File: config.mk
export PLATFORM = sky130hd
export DESIGN_NAME = array_linked_list_engine_top
export DESIGN_NICKNAME = d
export VERILOG_FILES = /design/src/sv/alle_pkg.sv /design/src/sv/array_linked_list_engine_top.sv /design/src/sv/alle_store.sv
export SDC_FILE = /design/constraint.sdc
export NUM_CORES = 1
export LEC_CHECK = 0
export BUFFER_PORTS_ARGS = -buffer_cell sky130_fd_sc_hd__buf_2
export CORE_UTILIZATION = 66
export DETAILED_ROUTE_END_ITERATION = 6
export PLACE_DENSITY = 0.94
export SYNTH_ARGS = -nofsm -noshare
export SYNTH_HDL_FRONTEND = slang
export SYNTH_SLANG_ARGS = --single-unit
File: constraint.sdc
create_clock -name clk -period 9.4 [get_ports clk]
set_input_delay 0.94 -clock clk [delete_from_list [all_inputs] [get_ports clk]]
set_output_delay 0.94 -clock clk [all_outputs]
set_load 0.02 [all_outputs]
File: src/sv/alle_pkg.sv
package alle_pkg;

  // node pool geometry
  localparam int PoolNodes = 16;
  localparam int AddrW     = (PoolNodes > 1) ? $clog2(PoolNodes) : 1;
  localparam int IdxW      = $clog2(PoolNodes + 1);
  localparam int ValW      = 32;

  // stream widths
  localparam int InFieldW   = 2 * ValW;
  localparam int InTdataW   = ((InFieldW + 7) / 8) * 8;
  localparam int OutFieldW  = 2 + ValW;
  localparam int OutTdataW  = ((OutFieldW + 7) / 8) * 8;
  localparam int ReqW       = 3;

  localparam logic [IdxW-1:0] NilIdx = IdxW'(PoolNodes);

  typedef enum logic [ReqW-1:0] {
    REQ_INS_HEAD  = 3'd0,
    REQ_INS_TAIL  = 3'd1,
    REQ_INS_AFTER = 3'd2,
    REQ_DEL_HEAD  = 3'd3,
    REQ_DEL_TAIL  = 3'd4,
    REQ_DEL_AFTER = 3'd5
  } req_t;

  typedef enum logic [1:0] {
    ST_OK       = 2'd0,
    ST_OVERFLOW = 2'd1,
    ST_EMPTY    = 2'd2,
    ST_MISSING  = 2'd3
  } status_t;

  typedef enum logic [2:0] {
    S_IDLE,
    S_START,
    S_WALK,
    S_TAKE,
    S_DEL,
    S_FREE,
    S_PATCH,
    S_DONE
  } state_t;

  // one read and one write per cycle on the node store
  typedef struct packed {
    logic             rd_en;
    logic [AddrW-1:0] rd_addr;
    logic             wr_val_en;
    logic             wr_link_en;
    logic [AddrW-1:0] wr_addr;
    logic [ValW-1:0]  wr_val;
    logic [IdxW-1:0]  wr_link;
  } mem_req_t;

  // any link at or above the pool size is null
  function automatic logic is_nil(logic [IdxW-1:0] x);
    return x >= NilIdx;
  endfunction

endpackage

File: src/sv/array_linked_list_engine_top.sv
// a request refused at once passes S_START and S_DONE before out_tvalid; head operations also
// pass S_TAKE, or S_DEL and S_FREE; tail and search operations first walk the list in S_WALK
// before their edit steps
// throughput: one request at a time; a new request is accepted only after the last one has
// reached the output register; the walk reads one node per cycle through the single read
// port of the node store, and a finished result may wait in the output register
// reset (rst_n low, synchronous): empty list, all nodes chained on the free list
module array_linked_list_engine_top (
  input  logic                                  clk,
  input  logic                                  rst_n,
  input  logic                                  in_tvalid,
  output logic                                  in_tready,
  // [31:0] item_value, [63:32] ref_value
  input  logic [alle_pkg::InTdataW-1:0]         in_tdata,
  // [2:0] req_type
  input  logic [alle_pkg::ReqW-1:0]             in_tuser,
  output logic                                  out_tvalid,
  input  logic                                  out_tready,
  // [1:0] status, [33:2] removed_value, upper bits zero
  output logic [alle_pkg::OutTdataW-1:0]        out_tdata
);

  alle_pkg::state_t  state_r, state_nxt;
  alle_pkg::req_t    req_r, req_nxt;
  logic [alle_pkg::ValW-1:0] item_r, item_nxt;
  logic [alle_pkg::ValW-1:0] ref_r, ref_nxt;

  // list pointers
  logic [alle_pkg::IdxW-1:0] head_r, head_nxt;
  logic [alle_pkg::IdxW-1:0] free_r, free_nxt;

  // walk and edit pointers
  logic [alle_pkg::IdxW-1:0] cur_r, cur_nxt;     // node being read, or node to relink
  logic [alle_pkg::IdxW-1:0] prev_r, prev_nxt;   // predecessor during the tail delete walk
  logic [alle_pkg::IdxW-1:0] succ_r, succ_nxt;   // link value to be written
  logic [alle_pkg::IdxW-1:0] vic_r, vic_nxt;     // node being removed
  logic                      link_head_r, link_head_nxt; // edit goes to head, not a node
  logic                      patch_r, patch_nxt;         // relink cur after freeing

  alle_pkg::status_t         status_r, status_nxt;
  logic [alle_pkg::ValW-1:0] removed_r, removed_nxt;

  // output register
  logic                      out_valid_r, out_valid_nxt;
  alle_pkg::status_t         out_status_r, out_status_nxt;
  logic [alle_pkg::ValW-1:0] out_removed_r, out_removed_nxt;

  alle_pkg::mem_req_t        mreq;
  logic [alle_pkg::ValW-1:0] rd_val;
  logic [alle_pkg::IdxW-1:0] rd_link;
  logic                      rd_match;
  logic                      rd_last;

  alle_store u_store (
    .clk     (clk),
    .rst_n   (rst_n),
    .mreq    (mreq),
    .rd_val  (rd_val),
    .rd_link (rd_link)
  );

  // the shared compare: one node value against the reference each walk cycle
  assign rd_match = (rd_val == ref_r);
  assign rd_last  = alle_pkg::is_nil(rd_link);

  assign in_tready  = (state_r == alle_pkg::S_IDLE);
  assign out_tvalid = out_valid_r;
  assign out_tdata  = {{(alle_pkg::OutTdataW - alle_pkg::OutFieldW){1'b0}},
                       out_removed_r, out_status_r};

  always_ff @(posedge clk) begin
    if (!rst_n) begin
      state_r     <= alle_pkg::S_IDLE;
      head_r      <= alle_pkg::NilIdx;
      free_r      <= '0;
      out_valid_r <= 1'b0;
      link_head_r <= 1'b0;
      patch_r     <= 1'b0;
    end else begin
      state_r     <= state_nxt;
      head_r      <= head_nxt;
      free_r      <= free_nxt;
      out_valid_r <= out_valid_nxt;
      link_head_r <= link_head_nxt;
      patch_r     <= patch_nxt;
    end
  end

  // request and working payload
  always_ff @(posedge clk) begin
    req_r         <= req_nxt;
    item_r        <= item_nxt;
    ref_r         <= ref_nxt;
    cur_r         <= cur_nxt;
    prev_r        <= prev_nxt;
    succ_r        <= succ_nxt;
    vic_r         <= vic_nxt;
    status_r      <= status_nxt;
    removed_r     <= removed_nxt;
    out_status_r  <= out_status_nxt;
    out_removed_r <= out_removed_nxt;
  end

  always_comb begin
    state_nxt       = state_r;
    req_nxt         = req_r;
    item_nxt        = item_r;
    ref_nxt         = ref_r;
    head_nxt        = head_r;
    free_nxt        = free_r;
    cur_nxt         = cur_r;
    prev_nxt        = prev_r;
    succ_nxt        = succ_r;
    vic_nxt         = vic_r;
    link_head_nxt   = link_head_r;
    patch_nxt       = patch_r;
    status_nxt      = status_r;
    removed_nxt     = removed_r;
    out_status_nxt  = out_status_r;
    out_removed_nxt = out_removed_r;
    out_valid_nxt   = out_valid_r & ~out_tready;
    mreq            = '0;

    case (state_r)
      alle_pkg::S_IDLE: begin
        if (in_tvalid) begin
          req_nxt   = alle_pkg::req_t'(in_tuser);
          item_nxt  = in_tdata[alle_pkg::ValW-1:0];
          ref_nxt   = in_tdata[2*alle_pkg::ValW-1:alle_pkg::ValW];
          state_nxt = alle_pkg::S_START;
        end
      end

      // decide on the head and free pointers, start the first read
      alle_pkg::S_START: begin
        status_nxt    = alle_pkg::ST_OK;
        removed_nxt   = '0;
        patch_nxt     = 1'b0;
        link_head_nxt = 1'b0;
        cur_nxt       = head_r;
        prev_nxt      = alle_pkg::NilIdx;
        state_nxt     = alle_pkg::S_DONE;
        case (req_r)
          alle_pkg::REQ_INS_HEAD, alle_pkg::REQ_INS_TAIL: begin
            if (alle_pkg::is_nil(free_r)) begin
              status_nxt = alle_pkg::ST_OVERFLOW;
            end else if (req_r == alle_pkg::REQ_INS_HEAD || alle_pkg::is_nil(head_r)) begin
              // insert tail on an empty list works as insert head
              mreq.rd_en    = 1'b1;
              mreq.rd_addr  = free_r[alle_pkg::AddrW-1:0];
              succ_nxt      = head_r;
              link_head_nxt = 1'b1;
              state_nxt     = alle_pkg::S_TAKE;
            end else begin
              mreq.rd_en   = 1'b1;
              mreq.rd_addr = head_r[alle_pkg::AddrW-1:0];
              state_nxt    = alle_pkg::S_WALK;
            end
          end
          alle_pkg::REQ_INS_AFTER: begin
            if (alle_pkg::is_nil(head_r)) begin
              status_nxt = alle_pkg::ST_MISSING;
            end else begin
              mreq.rd_en   = 1'b1;
              mreq.rd_addr = head_r[alle_pkg::AddrW-1:0];
              state_nxt    = alle_pkg::S_WALK;
            end
          end
          alle_pkg::REQ_DEL_HEAD: begin
            if (alle_pkg::is_nil(head_r)) begin
              status_nxt = alle_pkg::ST_EMPTY;
            end else begin
              mreq.rd_en    = 1'b1;
              mreq.rd_addr  = head_r[alle_pkg::AddrW-1:0];
              vic_nxt       = head_r;
              link_head_nxt = 1'b1;
              state_nxt     = alle_pkg::S_DEL;
            end
          end
          alle_pkg::REQ_DEL_TAIL, alle_pkg::REQ_DEL_AFTER: begin
            if (alle_pkg::is_nil(head_r)) begin
              status_nxt = alle_pkg::ST_EMPTY;
            end else begin
              mreq.rd_en   = 1'b1;
              mreq.rd_addr = head_r[alle_pkg::AddrW-1:0];
              state_nxt    = alle_pkg::S_WALK;
            end
          end
          default: begin
            // unknown request codes leave the list alone
          end
        endcase
      end

      // node cur_r has been read: rd_val and rd_link belong to it
      alle_pkg::S_WALK: begin
        state_nxt = alle_pkg::S_DONE;
        case (req_r)
          alle_pkg::REQ_INS_TAIL: begin
            mreq.rd_en = 1'b1;
            if (rd_last) begin
              mreq.rd_addr = free_r[alle_pkg::AddrW-1:0];
              succ_nxt     = alle_pkg::NilIdx;
              state_nxt    = alle_pkg::S_TAKE;
            end else begin
              mreq.rd_addr = rd_link[alle_pkg::AddrW-1:0];
              cur_nxt      = rd_link;
              state_nxt    = alle_pkg::S_WALK;
            end
          end
          alle_pkg::REQ_INS_AFTER: begin
            if (rd_match) begin
              if (alle_pkg::is_nil(free_r)) begin
                status_nxt = alle_pkg::ST_OVERFLOW;
              end else begin
                mreq.rd_en   = 1'b1;
                mreq.rd_addr = free_r[alle_pkg::AddrW-1:0];
                succ_nxt     = rd_link;
                state_nxt    = alle_pkg::S_TAKE;
              end
            end else if (rd_last) begin
              status_nxt = alle_pkg::ST_MISSING;
            end else begin
              mreq.rd_en   = 1'b1;
              mreq.rd_addr = rd_link[alle_pkg::AddrW-1:0];
              cur_nxt      = rd_link;
              state_nxt    = alle_pkg::S_WALK;
            end
          end
          alle_pkg::REQ_DEL_TAIL: begin
            if (rd_last) begin
              removed_nxt = rd_val;
              vic_nxt     = cur_r;
              state_nxt   = alle_pkg::S_FREE;
              if (alle_pkg::is_nil(prev_r)) begin
                head_nxt = alle_pkg::NilIdx;
              end else begin
                // cut the old tail off its predecessor after freeing it
                cur_nxt   = prev_r;
                succ_nxt  = alle_pkg::NilIdx;
                patch_nxt = 1'b1;
              end
            end else begin
              mreq.rd_en   = 1'b1;
              mreq.rd_addr = rd_link[alle_pkg::AddrW-1:0];
              prev_nxt     = cur_r;
              cur_nxt      = rd_link;
              state_nxt    = alle_pkg::S_WALK;
            end
          end
          alle_pkg::REQ_DEL_AFTER: begin
            if (rd_match) begin
              if (rd_last) begin
                status_nxt = alle_pkg::ST_MISSING;
              end else begin
                mreq.rd_en   = 1'b1;
                mreq.rd_addr = rd_link[alle_pkg::AddrW-1:0];
                vic_nxt      = rd_link;
                state_nxt    = alle_pkg::S_DEL;
              end
            end else if (rd_last) begin
              status_nxt = alle_pkg::ST_MISSING;
            end else begin
              mreq.rd_en   = 1'b1;
              mreq.rd_addr = rd_link[alle_pkg::AddrW-1:0];
              cur_nxt      = rd_link;
              state_nxt    = alle_pkg::S_WALK;
            end
          end
          default: begin
          end
        endcase
      end

      // free head node has been read: its link is the new free head
      alle_pkg::S_TAKE: begin
        mreq.wr_val_en  = 1'b1;
        mreq.wr_link_en = 1'b1;
        mreq.wr_addr    = free_r[alle_pkg::AddrW-1:0];
        mreq.wr_val     = item_r;
        mreq.wr_link    = succ_r;
        free_nxt        = rd_link;
        if (link_head_r) begin
          head_nxt  = free_r;
          state_nxt = alle_pkg::S_DONE;
        end else begin
          succ_nxt  = free_r;
          state_nxt = alle_pkg::S_PATCH;
        end
      end

      // victim has been read: unlink it from its predecessor or the head
      alle_pkg::S_DEL: begin
        removed_nxt = rd_val;
        if (link_head_r) begin
          head_nxt = rd_link;
        end else begin
          mreq.wr_link_en = 1'b1;
          mreq.wr_addr    = cur_r[alle_pkg::AddrW-1:0];
          mreq.wr_link    = rd_link;
        end
        state_nxt = alle_pkg::S_FREE;
      end

      // push the victim onto the front of the free list
      alle_pkg::S_FREE: begin
        mreq.wr_link_en = 1'b1;
        mreq.wr_addr    = vic_r[alle_pkg::AddrW-1:0];
        mreq.wr_link    = free_r;
        free_nxt        = vic_r;
        state_nxt       = patch_r ? alle_pkg::S_PATCH : alle_pkg::S_DONE;
      end

      alle_pkg::S_PATCH: begin
        mreq.wr_link_en = 1'b1;
        mreq.wr_addr    = cur_r[alle_pkg::AddrW-1:0];
        mreq.wr_link    = succ_r;
        state_nxt       = alle_pkg::S_DONE;
      end

      // hand the result over once the output register is free
      alle_pkg::S_DONE: begin
        if (!out_valid_r || out_tready) begin
          out_valid_nxt   = 1'b1;
          out_status_nxt  = status_r;
          out_removed_nxt = removed_r;
          state_nxt       = alle_pkg::S_IDLE;
        end
      end

      default: begin
        state_nxt = alle_pkg::S_IDLE;
      end
    endcase
  end

  // a new request always starts with the dispatch step
  a_accept_start: assert property (@(posedge clk) disable iff (!rst_n)
    in_tvalid && in_tready |=> state_r == alle_pkg::S_START)
    else $error("request accepted without dispatch");

  // only a successful delete carries a removed value
  a_removed_zero: assert property (@(posedge clk) disable iff (!rst_n)
    out_valid_r && out_status_r != alle_pkg::ST_OK |-> out_removed_r == '0)
    else $error("removed value on a failed request");

  // the list and the free list never share a first node
  a_head_free: assert property (@(posedge clk) disable iff (!rst_n)
    !alle_pkg::is_nil(head_r) && !alle_pkg::is_nil(free_r) |-> head_r != free_r)
    else $error("head and free list overlap");

  // the node store is only written by the edit steps
  a_write_state: assert property (@(posedge clk) disable iff (!rst_n)
    mreq.wr_val_en || mreq.wr_link_en |->
      state_r == alle_pkg::S_TAKE || state_r == alle_pkg::S_DEL ||
      state_r == alle_pkg::S_FREE || state_r == alle_pkg::S_PATCH)
    else $error("node store written outside an edit step");

endmodule

File: src/sv/alle_store.sv
module alle_store (
  input  logic                                   clk,
  input  logic                                   rst_n,
  input  alle_pkg::mem_req_t                     mreq,
  output logic [alle_pkg::ValW-1:0]              rd_val,
  output logic [alle_pkg::IdxW-1:0]              rd_link
);

  logic [alle_pkg::ValW-1:0]      val_mem  [alle_pkg::PoolNodes];
  logic [alle_pkg::IdxW-1:0]      link_mem [alle_pkg::PoolNodes];
  logic [alle_pkg::PoolNodes-1:0] link_ok_r;
  logic [alle_pkg::ValW-1:0]      rd_val_r;
  logic [alle_pkg::IdxW-1:0]      rd_link_r;

  always_ff @(posedge clk) begin
    if (mreq.wr_val_en) begin
      val_mem[mreq.wr_addr] <= mreq.wr_val;
    end
    if (mreq.wr_link_en) begin
      link_mem[mreq.wr_addr] <= mreq.wr_link;
    end
    if (mreq.rd_en) begin
      rd_val_r <= val_mem[mreq.rd_addr];
      // untouched entries still hold the reset chain: i links i+1
      if (link_ok_r[mreq.rd_addr]) begin
        rd_link_r <= link_mem[mreq.rd_addr];
      end else begin
        rd_link_r <= alle_pkg::IdxW'(mreq.rd_addr) + alle_pkg::IdxW'(1);
      end
    end
  end

  always_ff @(posedge clk) begin
    if (!rst_n) begin
      link_ok_r <= '0;
    end else if (mreq.wr_link_en) begin
      link_ok_r[mreq.wr_addr] <= 1'b1;
    end
  end

  assign rd_val  = rd_val_r;
  assign rd_link = rd_link_r;

endmodule
==> results.tsv <==
metric	value	unit
p_leak	13.0	nW
antenna_found_initial	0	
power_frac_comb	15.0	%
synth_common_cells	edfxtp_1, nand2_1, and3_1	
cts.reportedPaths.clkPinSlew	0.07	ns
min_path_type	reg2reg	
coreArea	49000	µm²
tightest_slew	1.19	ns
cp_max_fo	97	
fmax	0.147	GHz
critPathCaptureType	flip-flop	
synthFlopType	edfxtp_1	
via_count	23323	
cts_tree	done	
yosys-mux-area-fraction	0.770	%
period_share	72.3	%
min-delay-start	removed_r[11]	
crit_type	reg2reg	
dp_worst_setup_slack	3.32	ns
ys_top_cells_by_area	edfxtp_1, nand2_1, and3_1, a311oi_1, dfxtp_1	
status	finished with violations	
cap_violations	0	
crit_top_cell	buf_4	
crit_chain	xor2_1, nor4_1, nand4_1, nor2_1, o211a_4, buf_4, buf_4, nand2_1, and3_1, a311oi_1, a31oi_1, a21oi_1	
grt_pass1_vias	22696	
cts_sinks	816	
yosys.cell_count.top_type	edfxtp_1	
start_kind	flip-flop	
p_int	0.00669	W
crit_cells	12	
rows	81	
drc_errors	1	
synth_compound_area_share	7.88	%
post_cts_resized	0	
slowest_delay	0.96	ns
power_per_cell_area	255	nW/µm²
power.switching	0.00262	W
violations	DRC	
ir_drop	0.164	mV
crit_required	9.71	ns
slew_violations	0	
synth_top_area_share	71.7	%
crit_path_end	u_store.rd_val[14]	
syn_inst	2456	
pwr-share-seq	50.3	%
routed_wl	92.0	mm
arrival	7.10	ns
grt_use_total	36.4	%
grt_max_degree	102	
ant_nets	0	
cp.buffers_inverters	2	
tns	0	ns
antenna_cells	0	
yosysSeqAreaShare	73.7	%
drtIter0Drc	4705	
ios	113	
synthSimpleGateAreaFrac	14.2	%
gp_congestion	0.891	
clock_skew	0.0433	ns
cts_buffers	79	
post_cts_buffers	0	
wl_per_cell	28.4	µm
rsz0062_at_grt	false	
numPortBuffers	106	
finalPower	0.00931	W
synth.avg_cell_area	13.4	µm²
die_width	225	µm
worstRegToRegCells	12	
pwr-share-clk	34.7	%
grt_first_pass_wirelength	136	mm
grt-ovfl-total	0	
routed_via_density	7.21	
die_h	225	µm
initial_core_util	67.0	%
rr_startpoint	u_store.rd_val[17]	
clk_latency	0.65	ns
cts-hold-fix-buffers	0	
synth_async_sr_flop_share	0	%
netlist_area	32800	µm²
dr.pass1.iters	7	
worst_slack	2.61	ns
hold_viol_final	0	
nets	2580	
swShare	28.1	%
drive_above_1_share	11.6	%
synth-xor-area-share	0.907	%
synth-seq-cells	816	
ys_types	70	
ys_warn_count	0	
htreeDepth	3	
crit_start	u_store.rd_val[17]	
hpwl	45.9	mm
root_buffer	clkbuf_16	
r2r-end	u_store.rd_val[14]	
crit_family	simple AND/OR/NAND/NOR gates	
cts_buffer_depth	3	
slowest_stage	buf_4	
synth-edff-count	784	
synthToLayoutAreaGrowth	11.0	%
die_area	50600	µm²
min_period	6.79	ns
reg2reg_slack	2.61	ns
synth_top_family_by_area	simple AND/OR/NAND/NOR gates	
relSlewSlack	20.7	%
synth_fa_ha_area_share	0.0381	%
yosysTopAreaCell	edfxtp_1	
finalSetupViolations	0	
[kinds of logic (layout without fill, tap and decap cells)]
family | count (synthesis) | after routing
fa+ha+maj | 1 | 1
simple gates | 1040 | 1040
xor+xnor | 34 | 34
flops | 816 | 816
buf+inv | 183 | 293
compound gates | 362 | 362
mux | 19 | 19
other cells | 1 | 6
[cell usage in the layout (no fill, tap or decap), drive strengths merged, types with 35 or more instances in the layout]
master / synthesis / layout
a311oi: 77 / 77
clkbuf: 102 / 99
a211oi: 35 / 35
nand3: 88 / 88
a21oi: 67 / 67
and2: 43 / 43
a31oi: 79 / 79
buf: 73 / 141
edfxtp: 784 / 784
nor2: 51 / 51
nand2: 639 / 639
and3: 143 / 143
[worst reg2reg max path, stage by stage, from the launching register on]
cell	delay, ns
edfxtp_1	0.48
xor2_1	0.20
nor4_1	0.66
nand4_1	0.40
nor2_1	0.52
o211a_4	0.66
buf_4	0.89
buf_4	1.04
nand2_1	0.23
and3_1	0.22
a311oi_1	0.28
a31oi_1	0.08
a21oi_1	0.80
[per-layer routing]
layer | track usage (%) | vias to the layer above | share of wire, %
li1 | - | 9231 | -
met1 | 45.1 | 10728 | 31
met2 | 56.6 | 2710 | 45
met3 | 10.7 | 654 | 16
met4 | 22.7 | 0 | 7.3
met5 | 0 | - | 0
[worst min-delay path by stage]
stage                                    to  slack, ns  cells past startpoint
after detailed placement  out_removed_r[11]       0.40                      0
after global placement     out_removed_r[5]       0.40                      0
after floorplan            out_removed_r[0]       0.40                      0
final                     out_removed_r[11]       0.42                      0
after CTS                 out_removed_r[11]       0.42                      0
after global routing      out_removed_r[18]       0.43                      0
[through the flow]
stage                     util (%)  instances  area [µm²]  hold slack (ns)
after floorplan                  -       2461       32800            0.400
after global placement        69.1       3091       33800            0.402
after detailed placement      69.1       3091       33800            0.405
after CTS                     74.4       3235       36400            0.418
after global routing          74.4       3235       36400            0.429
final                         74.4       3235       36400            0.420
[final cells by class]
type | count | area [µm²]
flip-flops and latches | 816 | 24200
fillers | 2372 | 12500
multi-input cells | 1462 | 7990
clock buffers | 99 | 2090
well taps | 664 | 831
repair buffers | 141 | 793
clock inverters | 45 | 505
inverters | 8 | 40.0
[registers in the layout, summed over array words and instances (netlist names), 2 cells and up]
register / cells
cur_r: 5
free_r: 5
head_r: 5
item_r: 32
out_removed_r: 32
out_status_r: 2
prev_r: 5
ref_r: 32
removed_r: 32
req_r: 3
state_r: 3
status_r: 2
succ_r: 5
u_store.link_mem: 80
u_store.link_ok_r: 16
u_store.rd_link: 5
u_store.rd_val: 32
u_store.val_mem: 512
vic_r: 5
[power by group through the flow]
stage	Sequential, W	Combinational (W)	Clock [W]
floorplan	0.00464	0.000889	0
global placement	0.00471	0.00122	0
detailed placement	0.00473	0.00129	0
CTS	0.00467	0.00133	0.00322
global route	0.00470	0.00146	0.00335
finish	0.00468	0.00140	0.00323
Note: power is estimated with default switching activity, not from simulation.
